$ cat src/rtl/mexp_pkg.sv
// Shared constants and controller/datapath interface types for the modular exponentiation core.
`timescale 1ns / 1ps

package mexp_pkg;

  localparam int unsigned DATA_WIDTH_DEF = 63;

  // Commands from the controller to the datapath
  typedef struct packed {
    logic load_in;    // capture operands on input transfer
    logic red_start;  // load lane B for base reduction
    logic mul_start;  // load both lanes for multiply and square
    logic step;       // advance lanes by one bit
    logic red_take;   // store reduced base
    logic mul_take;   // store product and square, shift exponent
    logic res_load;   // move result into output register
  } mexp_cmd_t;

  // Status from the datapath to the controller
  typedef struct packed {
    logic in_trivial; // exponent zero or modulus at most one
    logic e_last;     // current exponent bit is the top set bit
  } mexp_sts_t;

endpackage

$ cat src/rtl/mexp_lane.sv
// Bit-serial modular multiply lane (LSB first) and reduce mode (shifts in MSB first).
`timescale 1ns / 1ps

module mexp_lane #(
  parameter int unsigned DataWidth = mexp_pkg::DATA_WIDTH_DEF
) (
  input  logic                 clk_i,
  input  logic                 load_i,
  input  logic                 red_i,
  input  logic                 step_i,
  input  logic [DataWidth-1:0] x_i,
  input  logic [DataWidth-1:0] y_i,
  input  logic [DataWidth-1:0] m_i,
  output logic [DataWidth-1:0] acc_o
);
  import mexp_pkg::*;

  logic [DataWidth-1:0] acc_q, acc_d;
  logic [DataWidth-1:0] add_q, add_d;
  logic [DataWidth-1:0] y_q, y_d;
  logic                 red_q;
  logic [DataWidth:0]   sum, sum_red, dbl, dbl_red, m_ext;

  always_comb begin
    m_ext = {1'b0, m_i};
    // reduce mode: acc = 2*acc + next bit; multiply mode: acc += addend when bit set
    if (red_q) begin
      sum = {acc_q, y_q[DataWidth-1]};
    end else begin
      sum = {1'b0, acc_q} + (y_q[0] ? {1'b0, add_q} : '0);
    end
    sum_red = (sum >= m_ext) ? sum - m_ext : sum;
    dbl     = {add_q, 1'b0};
    dbl_red = (dbl >= m_ext) ? dbl - m_ext : dbl;
    acc_d   = sum_red[DataWidth-1:0];
    add_d   = dbl_red[DataWidth-1:0];
    y_d     = red_q ? {y_q[DataWidth-2:0], 1'b0} : {1'b0, y_q[DataWidth-1:1]};
  end

  always_ff @(posedge clk_i) begin
    if (load_i) begin
      acc_q <= '0;
      add_q <= x_i;
      y_q   <= y_i;
      red_q <= red_i;
    end else if (step_i) begin
      acc_q <= acc_d;
      add_q <= add_d;
      y_q   <= y_d;
    end
  end

  assign acc_o = acc_q;

endmodule

$ cat src/rtl/mexp_dp.sv
// Datapath: operand, exponent and result registers plus two modular multiply lanes.
`timescale 1ns / 1ps

module mexp_dp #(
  parameter int unsigned DataWidth = mexp_pkg::DATA_WIDTH_DEF
) (
  input  logic                  clk_i,
  input  mexp_pkg::mexp_cmd_t   cmd_i,
  output mexp_pkg::mexp_sts_t   sts_o,
  input  logic [DataWidth-1:0]  base_value_i,
  input  logic [DataWidth-1:0]  exponent_i,
  input  logic [DataWidth-1:0]  modulus_i,
  output logic [DataWidth-1:0]  power_residue_o
);
  import mexp_pkg::*;

  logic [DataWidth-1:0] b_q, e_q, m_q, r_q, res_q;
  logic [DataWidth-1:0] acc_a, acc_b;
  logic                 in_trivial;

  assign in_trivial = (exponent_i == '0) || (modulus_i <= DataWidth'(1));

  always_ff @(posedge clk_i) begin
    if (cmd_i.load_in) begin
      b_q <= base_value_i;
      e_q <= exponent_i;
      m_q <= modulus_i;
      // zero exponent gives 1 unreduced; modulus of one (or zero) gives 0
      r_q <= (exponent_i == '0)            ? DataWidth'(1) :
             (modulus_i <= DataWidth'(1))  ? '0 : DataWidth'(1);
    end else if (cmd_i.red_take) begin
      b_q <= acc_b;
    end else if (cmd_i.mul_take) begin
      if (e_q[0]) begin
        r_q <= acc_a;
      end
      b_q <= acc_b;
      e_q <= {1'b0, e_q[DataWidth-1:1]};
    end
    if (cmd_i.res_load) begin
      res_q <= r_q;
    end
  end

  // lane A: r * b
  mexp_lane #(.DataWidth(DataWidth)) u_lane_a (
    .clk_i  (clk_i),
    .load_i (cmd_i.mul_start),
    .red_i  (1'b0),
    .step_i (cmd_i.step),
    .x_i    (r_q),
    .y_i    (b_q),
    .m_i    (m_q),
    .acc_o  (acc_a)
  );

  // lane B: base reduction, then b * b
  mexp_lane #(.DataWidth(DataWidth)) u_lane_b (
    .clk_i  (clk_i),
    .load_i (cmd_i.red_start | cmd_i.mul_start),
    .red_i  (cmd_i.red_start),
    .step_i (cmd_i.step),
    .x_i    (b_q),
    .y_i    (b_q),
    .m_i    (m_q),
    .acc_o  (acc_b)
  );

  assign sts_o.in_trivial = in_trivial;
  assign sts_o.e_last     = (e_q[DataWidth-1:1] == '0);
  assign power_residue_o  = res_q;

endmodule

$ cat src/rtl/mexp_ctrl.sv
// Controller: sequences base reduction, per-bit multiply/square passes and result handoff.
`timescale 1ns / 1ps

module mexp_ctrl #(
  parameter int unsigned DataWidth = mexp_pkg::DATA_WIDTH_DEF
) (
  input  logic                 clk_i,
  input  logic                 rst_ni,
  input  logic                 in_valid_i,
  output logic                 in_ready_o,
  output logic                 out_valid_o,
  input  logic                 out_ready_i,
  input  mexp_pkg::mexp_sts_t  sts_i,
  output mexp_pkg::mexp_cmd_t  cmd_o
);
  import mexp_pkg::*;

  localparam int unsigned CntW = $clog2(DataWidth);

  typedef enum logic [2:0] {
    S_IDLE, S_RLOAD, S_RED, S_BTAKE, S_MLOAD, S_MUL, S_MTAKE, S_WRITE
  } state_e;

  state_e          state_q;
  logic [CntW-1:0] cnt_q;
  logic            out_valid_q;
  logic            cnt_last;
  logic            in_xfer;

  assign cnt_last = (cnt_q == CntW'(DataWidth - 1));
  assign in_xfer  = (state_q == S_IDLE) && in_valid_i;

  always_comb begin
    cmd_o           = '0;
    cmd_o.load_in   = in_xfer;
    cmd_o.red_start = (state_q == S_RLOAD);
    cmd_o.step      = (state_q == S_RED) || (state_q == S_MUL);
    cmd_o.red_take  = (state_q == S_BTAKE);
    cmd_o.mul_start = (state_q == S_MLOAD);
    cmd_o.mul_take  = (state_q == S_MTAKE);
    cmd_o.res_load  = (state_q == S_WRITE) && (!out_valid_q || out_ready_i);
  end

  always_ff @(posedge clk_i or negedge rst_ni) begin
    if (!rst_ni) begin
      state_q     <= S_IDLE;
      cnt_q       <= '0;
      out_valid_q <= 1'b0;
    end else begin
      if (cmd_o.res_load) begin
        out_valid_q <= 1'b1;
      end else if (out_ready_i) begin
        out_valid_q <= 1'b0;
      end
      unique case (state_q)
        S_IDLE: begin
          if (in_valid_i) begin
            state_q <= sts_i.in_trivial ? S_WRITE : S_RLOAD;
          end
        end
        S_RLOAD: state_q <= S_RED;
        S_RED: begin
          cnt_q <= cnt_last ? '0 : cnt_q + 1'b1;
          if (cnt_last) begin
            state_q <= S_BTAKE;
          end
        end
        S_BTAKE: state_q <= S_MLOAD;
        S_MLOAD: state_q <= S_MUL;
        S_MUL: begin
          cnt_q <= cnt_last ? '0 : cnt_q + 1'b1;
          if (cnt_last) begin
            state_q <= S_MTAKE;
          end
        end
        S_MTAKE: state_q <= sts_i.e_last ? S_WRITE : S_MLOAD;
        S_WRITE: begin
          if (cmd_o.res_load) begin
            state_q <= S_IDLE;
          end
        end
        default: state_q <= S_IDLE;
      endcase
    end
  end

  assign in_ready_o  = (state_q == S_IDLE);
  assign out_valid_o = out_valid_q;

  a_res_no_overwrite: assert property (@(posedge clk_i) disable iff (!rst_ni)
    cmd_o.res_load |-> (!out_valid_q || out_ready_i))
    else $error("result register overwritten while pending");

  a_res_shows: assert property (@(posedge clk_i) disable iff (!rst_ni)
    cmd_o.res_load |=> out_valid_o)
    else $error("loaded result not presented");

  a_take_next: assert property (@(posedge clk_i) disable iff (!rst_ni)
    cmd_o.mul_take |=> (state_q == S_MLOAD || state_q == S_WRITE))
    else $error("bad step after multiply pass");

  a_busy_after_xfer: assert property (@(posedge clk_i) disable iff (!rst_ni)
    in_xfer |=> !in_ready_o)
    else $error("accepted a second item while busy");

  a_count_idle: assert property (@(posedge clk_i) disable iff (!rst_ni)
    (state_q != S_RED && state_q != S_MUL) |-> (cnt_q == '0))
    else $error("bit counter left running");

endmodule

$ cat src/rtl/modular_exponentiation_core.sv
// Top level of the modular exponentiation core (right-to-left square and multiply).
//
//   channel | direction | handshake                 | payload
//   --------+-----------+---------------------------+------------------------------------
//   in      | input     | in_valid_i / in_ready_o   | base_value_i, exponent_i, modulus_i
//   out     | output    | out_valid_o / out_ready_i | power_residue_o
//
// One item at a time. Exponent zero or modulus of at most one: the result goes straight to the
// output register. Otherwise the base is first reduced modulo the modulus, then each exponent
// bit up to the top set bit costs one pass of the bit-serial multiply lanes.
// Reset rst_ni is asynchronous, active low, and clears the controller only.
// A finished result waits in the output register; a new transfer is taken meanwhile, and
// its result is held in the datapath until the output register frees up.
`timescale 1ns / 1ps

module modular_exponentiation_core #(
  parameter int unsigned DATA_WIDTH = mexp_pkg::DATA_WIDTH_DEF
) (
  input  logic                  clk_i,
  input  logic                  rst_ni,
  input  logic                  in_valid_i,
  output logic                  in_ready_o,
  input  logic [DATA_WIDTH-1:0] base_value_i,
  input  logic [DATA_WIDTH-1:0] exponent_i,
  input  logic [DATA_WIDTH-1:0] modulus_i,
  output logic                  out_valid_o,
  input  logic                  out_ready_i,
  output logic [DATA_WIDTH-1:0] power_residue_o
);
  import mexp_pkg::*;

  mexp_cmd_t cmd;
  mexp_sts_t sts;

  mexp_ctrl #(.DataWidth(DATA_WIDTH)) u_ctrl (
    .clk_i       (clk_i),
    .rst_ni      (rst_ni),
    .in_valid_i  (in_valid_i),
    .in_ready_o  (in_ready_o),
    .out_valid_o (out_valid_o),
    .out_ready_i (out_ready_i),
    .sts_i       (sts),
    .cmd_o       (cmd)
  );

  mexp_dp #(.DataWidth(DATA_WIDTH)) u_dp (
    .clk_i           (clk_i),
    .cmd_i           (cmd),
    .sts_o           (sts),
    .base_value_i    (base_value_i),
    .exponent_i      (exponent_i),
    .modulus_i       (modulus_i),
    .power_residue_o (power_residue_o)
  );

endmodule
$ cat config.mk
export PLATFORM = sky130hd
export DESIGN_NAME = modular_exponentiation_core
export DESIGN_NICKNAME = d
export VERILOG_FILES = /design/src/rtl/mexp_pkg.sv /design/src/rtl/mexp_lane.sv /design/src/rtl/mexp_dp.sv /design/src/rtl/mexp_ctrl.sv /design/src/rtl/modular_exponentiation_core.sv
export SDC_FILE = /design/constraint.sdc
export NUM_CORES = 2
export LEC_CHECK = 0
export ABC_CLOCK_PERIOD_IN_PS = 6290
export BUFFER_PORTS_ARGS = -buffer_cell sky130_fd_sc_hd__buf_2
export CORE_MARGIN = 10
export CORE_UTILIZATION = 50
export DETAILED_ROUTE_END_ITERATION = 10
export GPL_TIMING_DRIVEN = 0
export MAX_ROUTING_LAYER = met4
export PLACE_DENSITY = 0.75
export SYNTH_ARGS = -nofsm -noshare
export SYNTH_HDL_FRONTEND = slang
export SYNTH_SLANG_ARGS = --single-unit
$ cat constraint.sdc
create_clock -name clk_i -period 6.29 [get_ports clk_i]
set_clock_uncertainty 0.05 [all_clocks]
set_input_delay 0.9435 -clock clk_i [delete_from_list [all_inputs] [get_ports clk_i]]
set_output_delay 0.9435 -clock clk_i [all_outputs]
set_load 0.005 [all_outputs]
# --- Word-level counts from Yosys, hierarchy flattened ---
# Index checks and enable logic that the tools add are counted.
word_totals:
  regBits: 704
  inputBits: 193
  out_inout_bits: 65
  wordCells: 98
classes:
  add_sub_neg: 7
  order_cmp: 5
  n_eq_ne: 13
  n_mux: 38
  n_bitwise: 1
  n_reduce_logical: 19
op_table:
  columns: ["cell", "count"]
  rows:
  - ["63-bit 2-to-1 mux", 26]
  - ["64-bit by 63-bit >= comparator with 1-bit output", 4]
  - ["63-bit subtractor", 4]
  - ["63-bit by 63-bit adder with 64-bit output", 1]
  - ["63-bit by 64-bit adder with 64-bit output", 1]
  - ["64-bit 2-to-1 mux", 1]
  - ["63-bit by 1-bit <= comparator with 1-bit output, second input constant", 1]
  - ["63-bit zero test", 1]
  - ["62-bit zero test", 1]
  - ["3-bit one-hot mux with 8 select lines", 1]
  - ["3-bit 2-to-1 mux", 5]
  - ["3-bit equality test, second input constant", 4]
  - ["2-bit nonzero test", 5]
  - ["6-bit by 1-bit adder with 6-bit output, second input constant", 1]
  - ["3-bit by 2-bit equality test with 1-bit output, second input constant", 2]
  - ["6-bit equality test, second input constant", 1]
  - ["6-bit 2-to-1 mux", 1]
  - ["2-bit by 1-bit inequality test with 1-bit output, second input constant", 3]
  - ["2-bit inequality test, second input constant", 2]
  - ["4-bit AND reduction", 1]
  - ["3-bit by 1-bit equality test with 1-bit output, second input constant", 1]
  - ["3-bit zero test", 1]
  - ["1-bit logical OR", 3]
  - ["1-bit 2-to-1 mux", 3]
  - ["8 further kinds", 9]

# --- Longest topological paths before layout ---
depth:
  word_depth: 5
  ltp_mapped: 31
  mapped_depth_nobuf: 27

# --- Cells and area by module ---
# Synthesis repeated with hierarchy kept, for this count alone.
unflattened:
  hier_cells: 6377
  area_unflattened_um2: 55772.2
by_module_without_submodules:
  columns: ["module", "n_inst", "cells_per_inst", "area_per_inst_um2"]
  rows:
  - ["mexp_lane (u_dp.u_lane_a)", 1, 2937, 22019.9]
  - ["mexp_lane (u_dp.u_lane_b)", 1, 2762, 21217.8]
  - ["mexp_dp", 1, 598, 11813.8]
  - ["mexp_ctrl", 1, 80, 720.7]

# --- Worst setup path after synthesis ---
# Ideal clock, no wire load.
synth_timing:
  path_kind: "register -> register"
  start: "reg u_dp.u_lane_b.y_q[0]"
  end: "reg u_dp.u_lane_b.acc_q[61] (netlist: u_dp.u_lane_b.acc_o[61])"
  arrival_time_ns: 6.290
  required_time_ns: 6.121
  path_slack_ns: -0.170
  stages_incl_launch_ff: 31
  n_path_buf: 5
  path_cell_list: "edfxtp_1 > clkbuf_1 > clkbuf_1 > and2_1 > ha_1 > fa_1 > a21o_1 > a221oi_2 > or4_1 > a2111oi_2 > or4_1 > a31o_1 > nor2b_1 > a311oi_1 > xor2_1 > o21ai_1 > ha_1 > clkbuf_1 > and3_1 > nand2_1 > nor4_2 > and3_1 > a221oi_1 > a21bo_2 > o21ai_1 > o21ai_0 > o211a_1 > buf_2 > buf_2 > a21oi_1 > a21oi_1"
synth_between:
  elab_chain_cells: 5
  word_cells_on_any_way: 6
  cone_classes: "add/sub (2); order compare (1); mux (3)"
synth_lines:
  columns: ["element", "line_no", "rtl"]
  rows:
  - ["start: declaration", "mexp_lane.sv:20", "logic [DataWidth-1:0] y_q, y_d;"]
  - ["start signal: assignment", "mexp_lane.sv:44", "y_q <= y_i;"]
  - ["start signal: assignment", "mexp_lane.sv:49", "y_q <= y_d;"]
  - ["63-bit 2-to-1 mux (*)", "mexp_lane.sv:30", "sum = {1'b0, acc_q} + (y_q[0] ? {1'b0, add_q} : '0);"]
  - ["63-bit by 64-bit adder with 64-bit output (*)", "mexp_lane.sv:30", null]
  - ["64-bit 2-to-1 mux (*)", "mexp_lane.sv:27", "if (red_q) begin"]
  - ["63-bit subtractor or 64-bit by 63-bit >= comparator with 1-bit output (tied branches)", "mexp_lane.sv:32", "sum_red = (sum >= m_ext) ? sum - m_ext : sum;"]
  - ["63-bit 2-to-1 mux (*)", "mexp_lane.sv:32", null]
  - ["end signal: assignment", "mexp_lane.sv:42", "acc_q <= '0;"]
  - ["end signal: assignment", "mexp_lane.sv:47", "acc_q <= acc_d;"]
  - ["end: declaration", "mexp_lane.sv:18", "logic [DataWidth-1:0] acc_q, acc_d;"]
# Mark *: on every way between the ends. The rest lies on a longest branch, timed or not.
# A chain may end at the register's enable or synchronous reset.

# --- Worst setup path in the final report ---
layout_timing:
  start: "reg u_dp.u_lane_b.y_q[0]"
  end: "reg u_dp.u_lane_b.acc_q[58] (netlist: u_dp.u_lane_b.acc_o[58])"
# The elaborated chain is that of the path after synthesis.

==> flow_summary_export.csv <==
group,metric,value,unit
synthesis,synth_ff_type,"edfxtp_1",
placed_design,place_congestion,0.987,
setup_path,end_kind,"flip-flop",
route,dr_total_vias,50800,
job,timing.max_cap.violations,3,
global_route,use_met3,0.0857,
route,drt_iter0_markers,5662,
sta,worst_pin_slew,1.60,ns
placed_design,io_buffers,257,
floorplanning,fp.dieH,344,um
global_route,antenna_found_initial,12,
final_layout,final_nets,7215,
setup_path,path_class,"reg2reg",
global_route,gr-usage-met1,0.451,
route,vias_per_cell,6.28,
global_route,grt_pass1_wl,300000,um
global_route,met2_usage,0.505,
synthesis,synthTopCellsByArea,"edfxtp_1, ha_1, nand2_1, a21oi_1, dfxtp_1",
setup_path,crit_slowest_cell,"or4_4",
setup_path,cpMostUsedCell,"buf_4",
final_layout,final_util,0.598,
route,ant_nets,0,
synthesis,synth_seq_cells,704,
synthesis,synth_nets,6778,
setup_path,reg2regPathDepth,28,
setup_path,crit_arrival,7.24,ns
placed_design,pre_cts_ws,-2.64,ns
placed_design,hpwl,164000,um
setup_path,max_stage_delay,0.47,ns
sta,rsz0062_at_grt,"yes",
clock_network,worstSkewPairLatency,0.68,ns
setup_path,reg2reg_slack,-0.48,ns
sta,drv_slew,22,
clock_network,cts_buffers,81,
synthesis,yosys_warnings,0,
route,drc,0,
status,violations,"max-capacitance violations, max-slew violations, negative setup slack",
floorplanning,core.rowCount,118,
sta,hold_viol,0,
global_route,grt_busiest_layer,"met2",
clock_network,cts.sinks,704,
synthesis,synth_cells,6199,
global_route,grt_max_degree,102,
sta,period_minus_slack,6.77,ns
sta,period_share,1.08,
final_layout,final_common_cell,"nand2_1",
floorplanning,start_util,0.505,
worst_hold_path,min_path_type,"in2async",
synthesis,ys_seq_area_frac,0.378,
status,status,"complete, but fails checks",
synthesis,synth_largest_area_cell,"edfxtp_1",
setup_path,r2r-start,"u_dp.u_lane_b.y_q[0]",
sta,fmax,148,MHz
route,drt-total-wl,209000,um
final_layout,drive_gt1_frac,0.146,
setup_path,startpoint,"u_dp.u_lane_b.y_q[0]",
global_route,grt-ovfl-total,0,
sta,setup_viol,68,
floorplanning,die_w,344,um
global_route,grt_pass1_vias,47500,
setup_path,critPathLaunchType,"flip-flop",
setup_path,critPathRequiredTime,6.76,ns
route,wl_per_cell,25.9,um
final_layout,syn_to_final_growth,18.3,%
clock_network,ctsHtreeMaxLevel,3,
synthesis,netlist_area,52500,um2
setup_path,cp_max_fo,10,
clock_network,clkTransAtPathRegs,0.07,ns
synthesis,synth-edff-count,568,
floorplanning,coreArea,104000,um2
floorplanning,ios,258,
final_layout,final_cell_mix,"nand2_1, a21oi_1, edfxtp_1, o21ai_0, nor2_1",
setup_path,r2r_end,"u_dp.u_lane_b.acc_o[58]",
route,firstDrtPassIters,6,
synthesis,synth.distinct_cells,100,
synthesis,syn_area_per_cell,8.47,um2
clock_network,clock_tree.root_cell,"clkbuf_16",
clock_network,cts_buffer_depth,3,
synthesis,synth_top_area_share,0.325,
sta,relSlewSlack,-0.0654,
sta,setup_ws,-0.478,ns
floorplanning,die_area,118000,um2
synthesis,async_flop_share,0.0142,
final_layout,fill_cells,9277,
global_route,grt_usage,0.344,
clock_network,cts_tree,"done",
-- critical path: cells and delay by family, from the launching register on --
family | cells | cell delay, ns
multiplexers | 2 | 0.36
buffers and inverters | 6 | 1.05
adder cells (fa/ha/maj) | 2 | 0.67
AND/OR/NAND/NOR | 8 | 2.15
flip-flops | 1 | 0.42
AO/OA/AOI/OAI | 10 | 1.87
-- logic make-up after synthesis --
| logic type | count (synthesis) | synth area share |
|---|---|---|
| buf+inv | 499 | 0.0374 |
| fa+ha+maj | 386 | 0.0929 |
| flops | 704 | 0.378 |
| xor+xnor | 340 | 0.0567 |
| simple gates | 2340 | 0.202 |
| compound gates | 1843 | 0.217 |
| mux | 87 | 0.0167 |
-- area by class of cell --
type                       instances  area [um2]  area share
inverter                         164         629      0.0101
sequential                       704       19800       0.319
multi-input combinational       4996       32900       0.530
antenna                            9        22.5    0.000363
tap                             1380        1730      0.0278
clock inverter                    41         429     0.00691
clock buffer                     109        2300      0.0371
timing repair buffer             392        2730      0.0440
buffer                           297        1550      0.0249
-- through the flow --
step                hold WS [ns]  TNS [ns]  std cells  area, um2
floorplan                  0.371         0       6199      52500
global placement           0.382   -698.18       7836      55500
detailed placement         0.385   -266.98       7849      55800
CTS                       0.0692    -29.00       8012      59600
global route              0.0917    -34.53       8090      62100
finish                    0.0947    -24.85       8092      62100
-- how the worst max path moves through the flow --
stage	slack, ns	cells past startpoint	to
floorplan	0.04	30	u_dp.u_lane_b.acc_o[61]
global placement	-2.57	29	u_dp.u_lane_b.acc_o[61]
detailed placement	-2.64	29	u_dp.u_lane_b.acc_o[20]
CTS	-0.33	30	u_dp.u_lane_b.acc_o[36]
global route	-0.55	30	u_dp.u_lane_b.acc_o[2]
finish	-0.48	28	u_dp.u_lane_b.acc_o[58]
-- Yosys cell counts, types with 18 or more instances --
cell and n:
a21o_1 228, o31ai_1 26, a21oi_1 629, and3_1 42
o21a_1 34, xnor2_1 216, nand2b_1 50, inv_1 161
a211oi_1 39, clkbuf_1 286, nor2_1 364, nand4_1 108
o21bai_1 74, nand2_1 1218, a311oi_1 19, and2_1 211
nand3_1 104, a221oi_1 18, nor3_1 57, o211ai_1 33
edfxtp_1 568, or3_1 18, nor2b_1 40, o21ai_0 427
mux2i_1 81, ha_1 380, dfxtp_1 126, xor2_1 124
a31oi_1 126, buf_2 38, nor4_1 63
-- layer usage --
layer / share of wire / vias to the layer above
met5: 0 / -
met4: 0.048 / 0
met3: 0.10 / 472
met2: 0.43 / 2589
met1: 0.42 / 24400
li1: - / 23400
-- timing repair --
action | in CTS | in global routing
hold buffers | 0 | 0
setup endpoints to repair | 126 | 126
buffers inserted | 31 | 78
gates cloned | 0 | 12
resized for setup | 198 | 426
pin swaps | 42 | 158
Power is not shown: default switching activity piles up to over one toggle a cycle in this logic, so the estimate is an artifact.
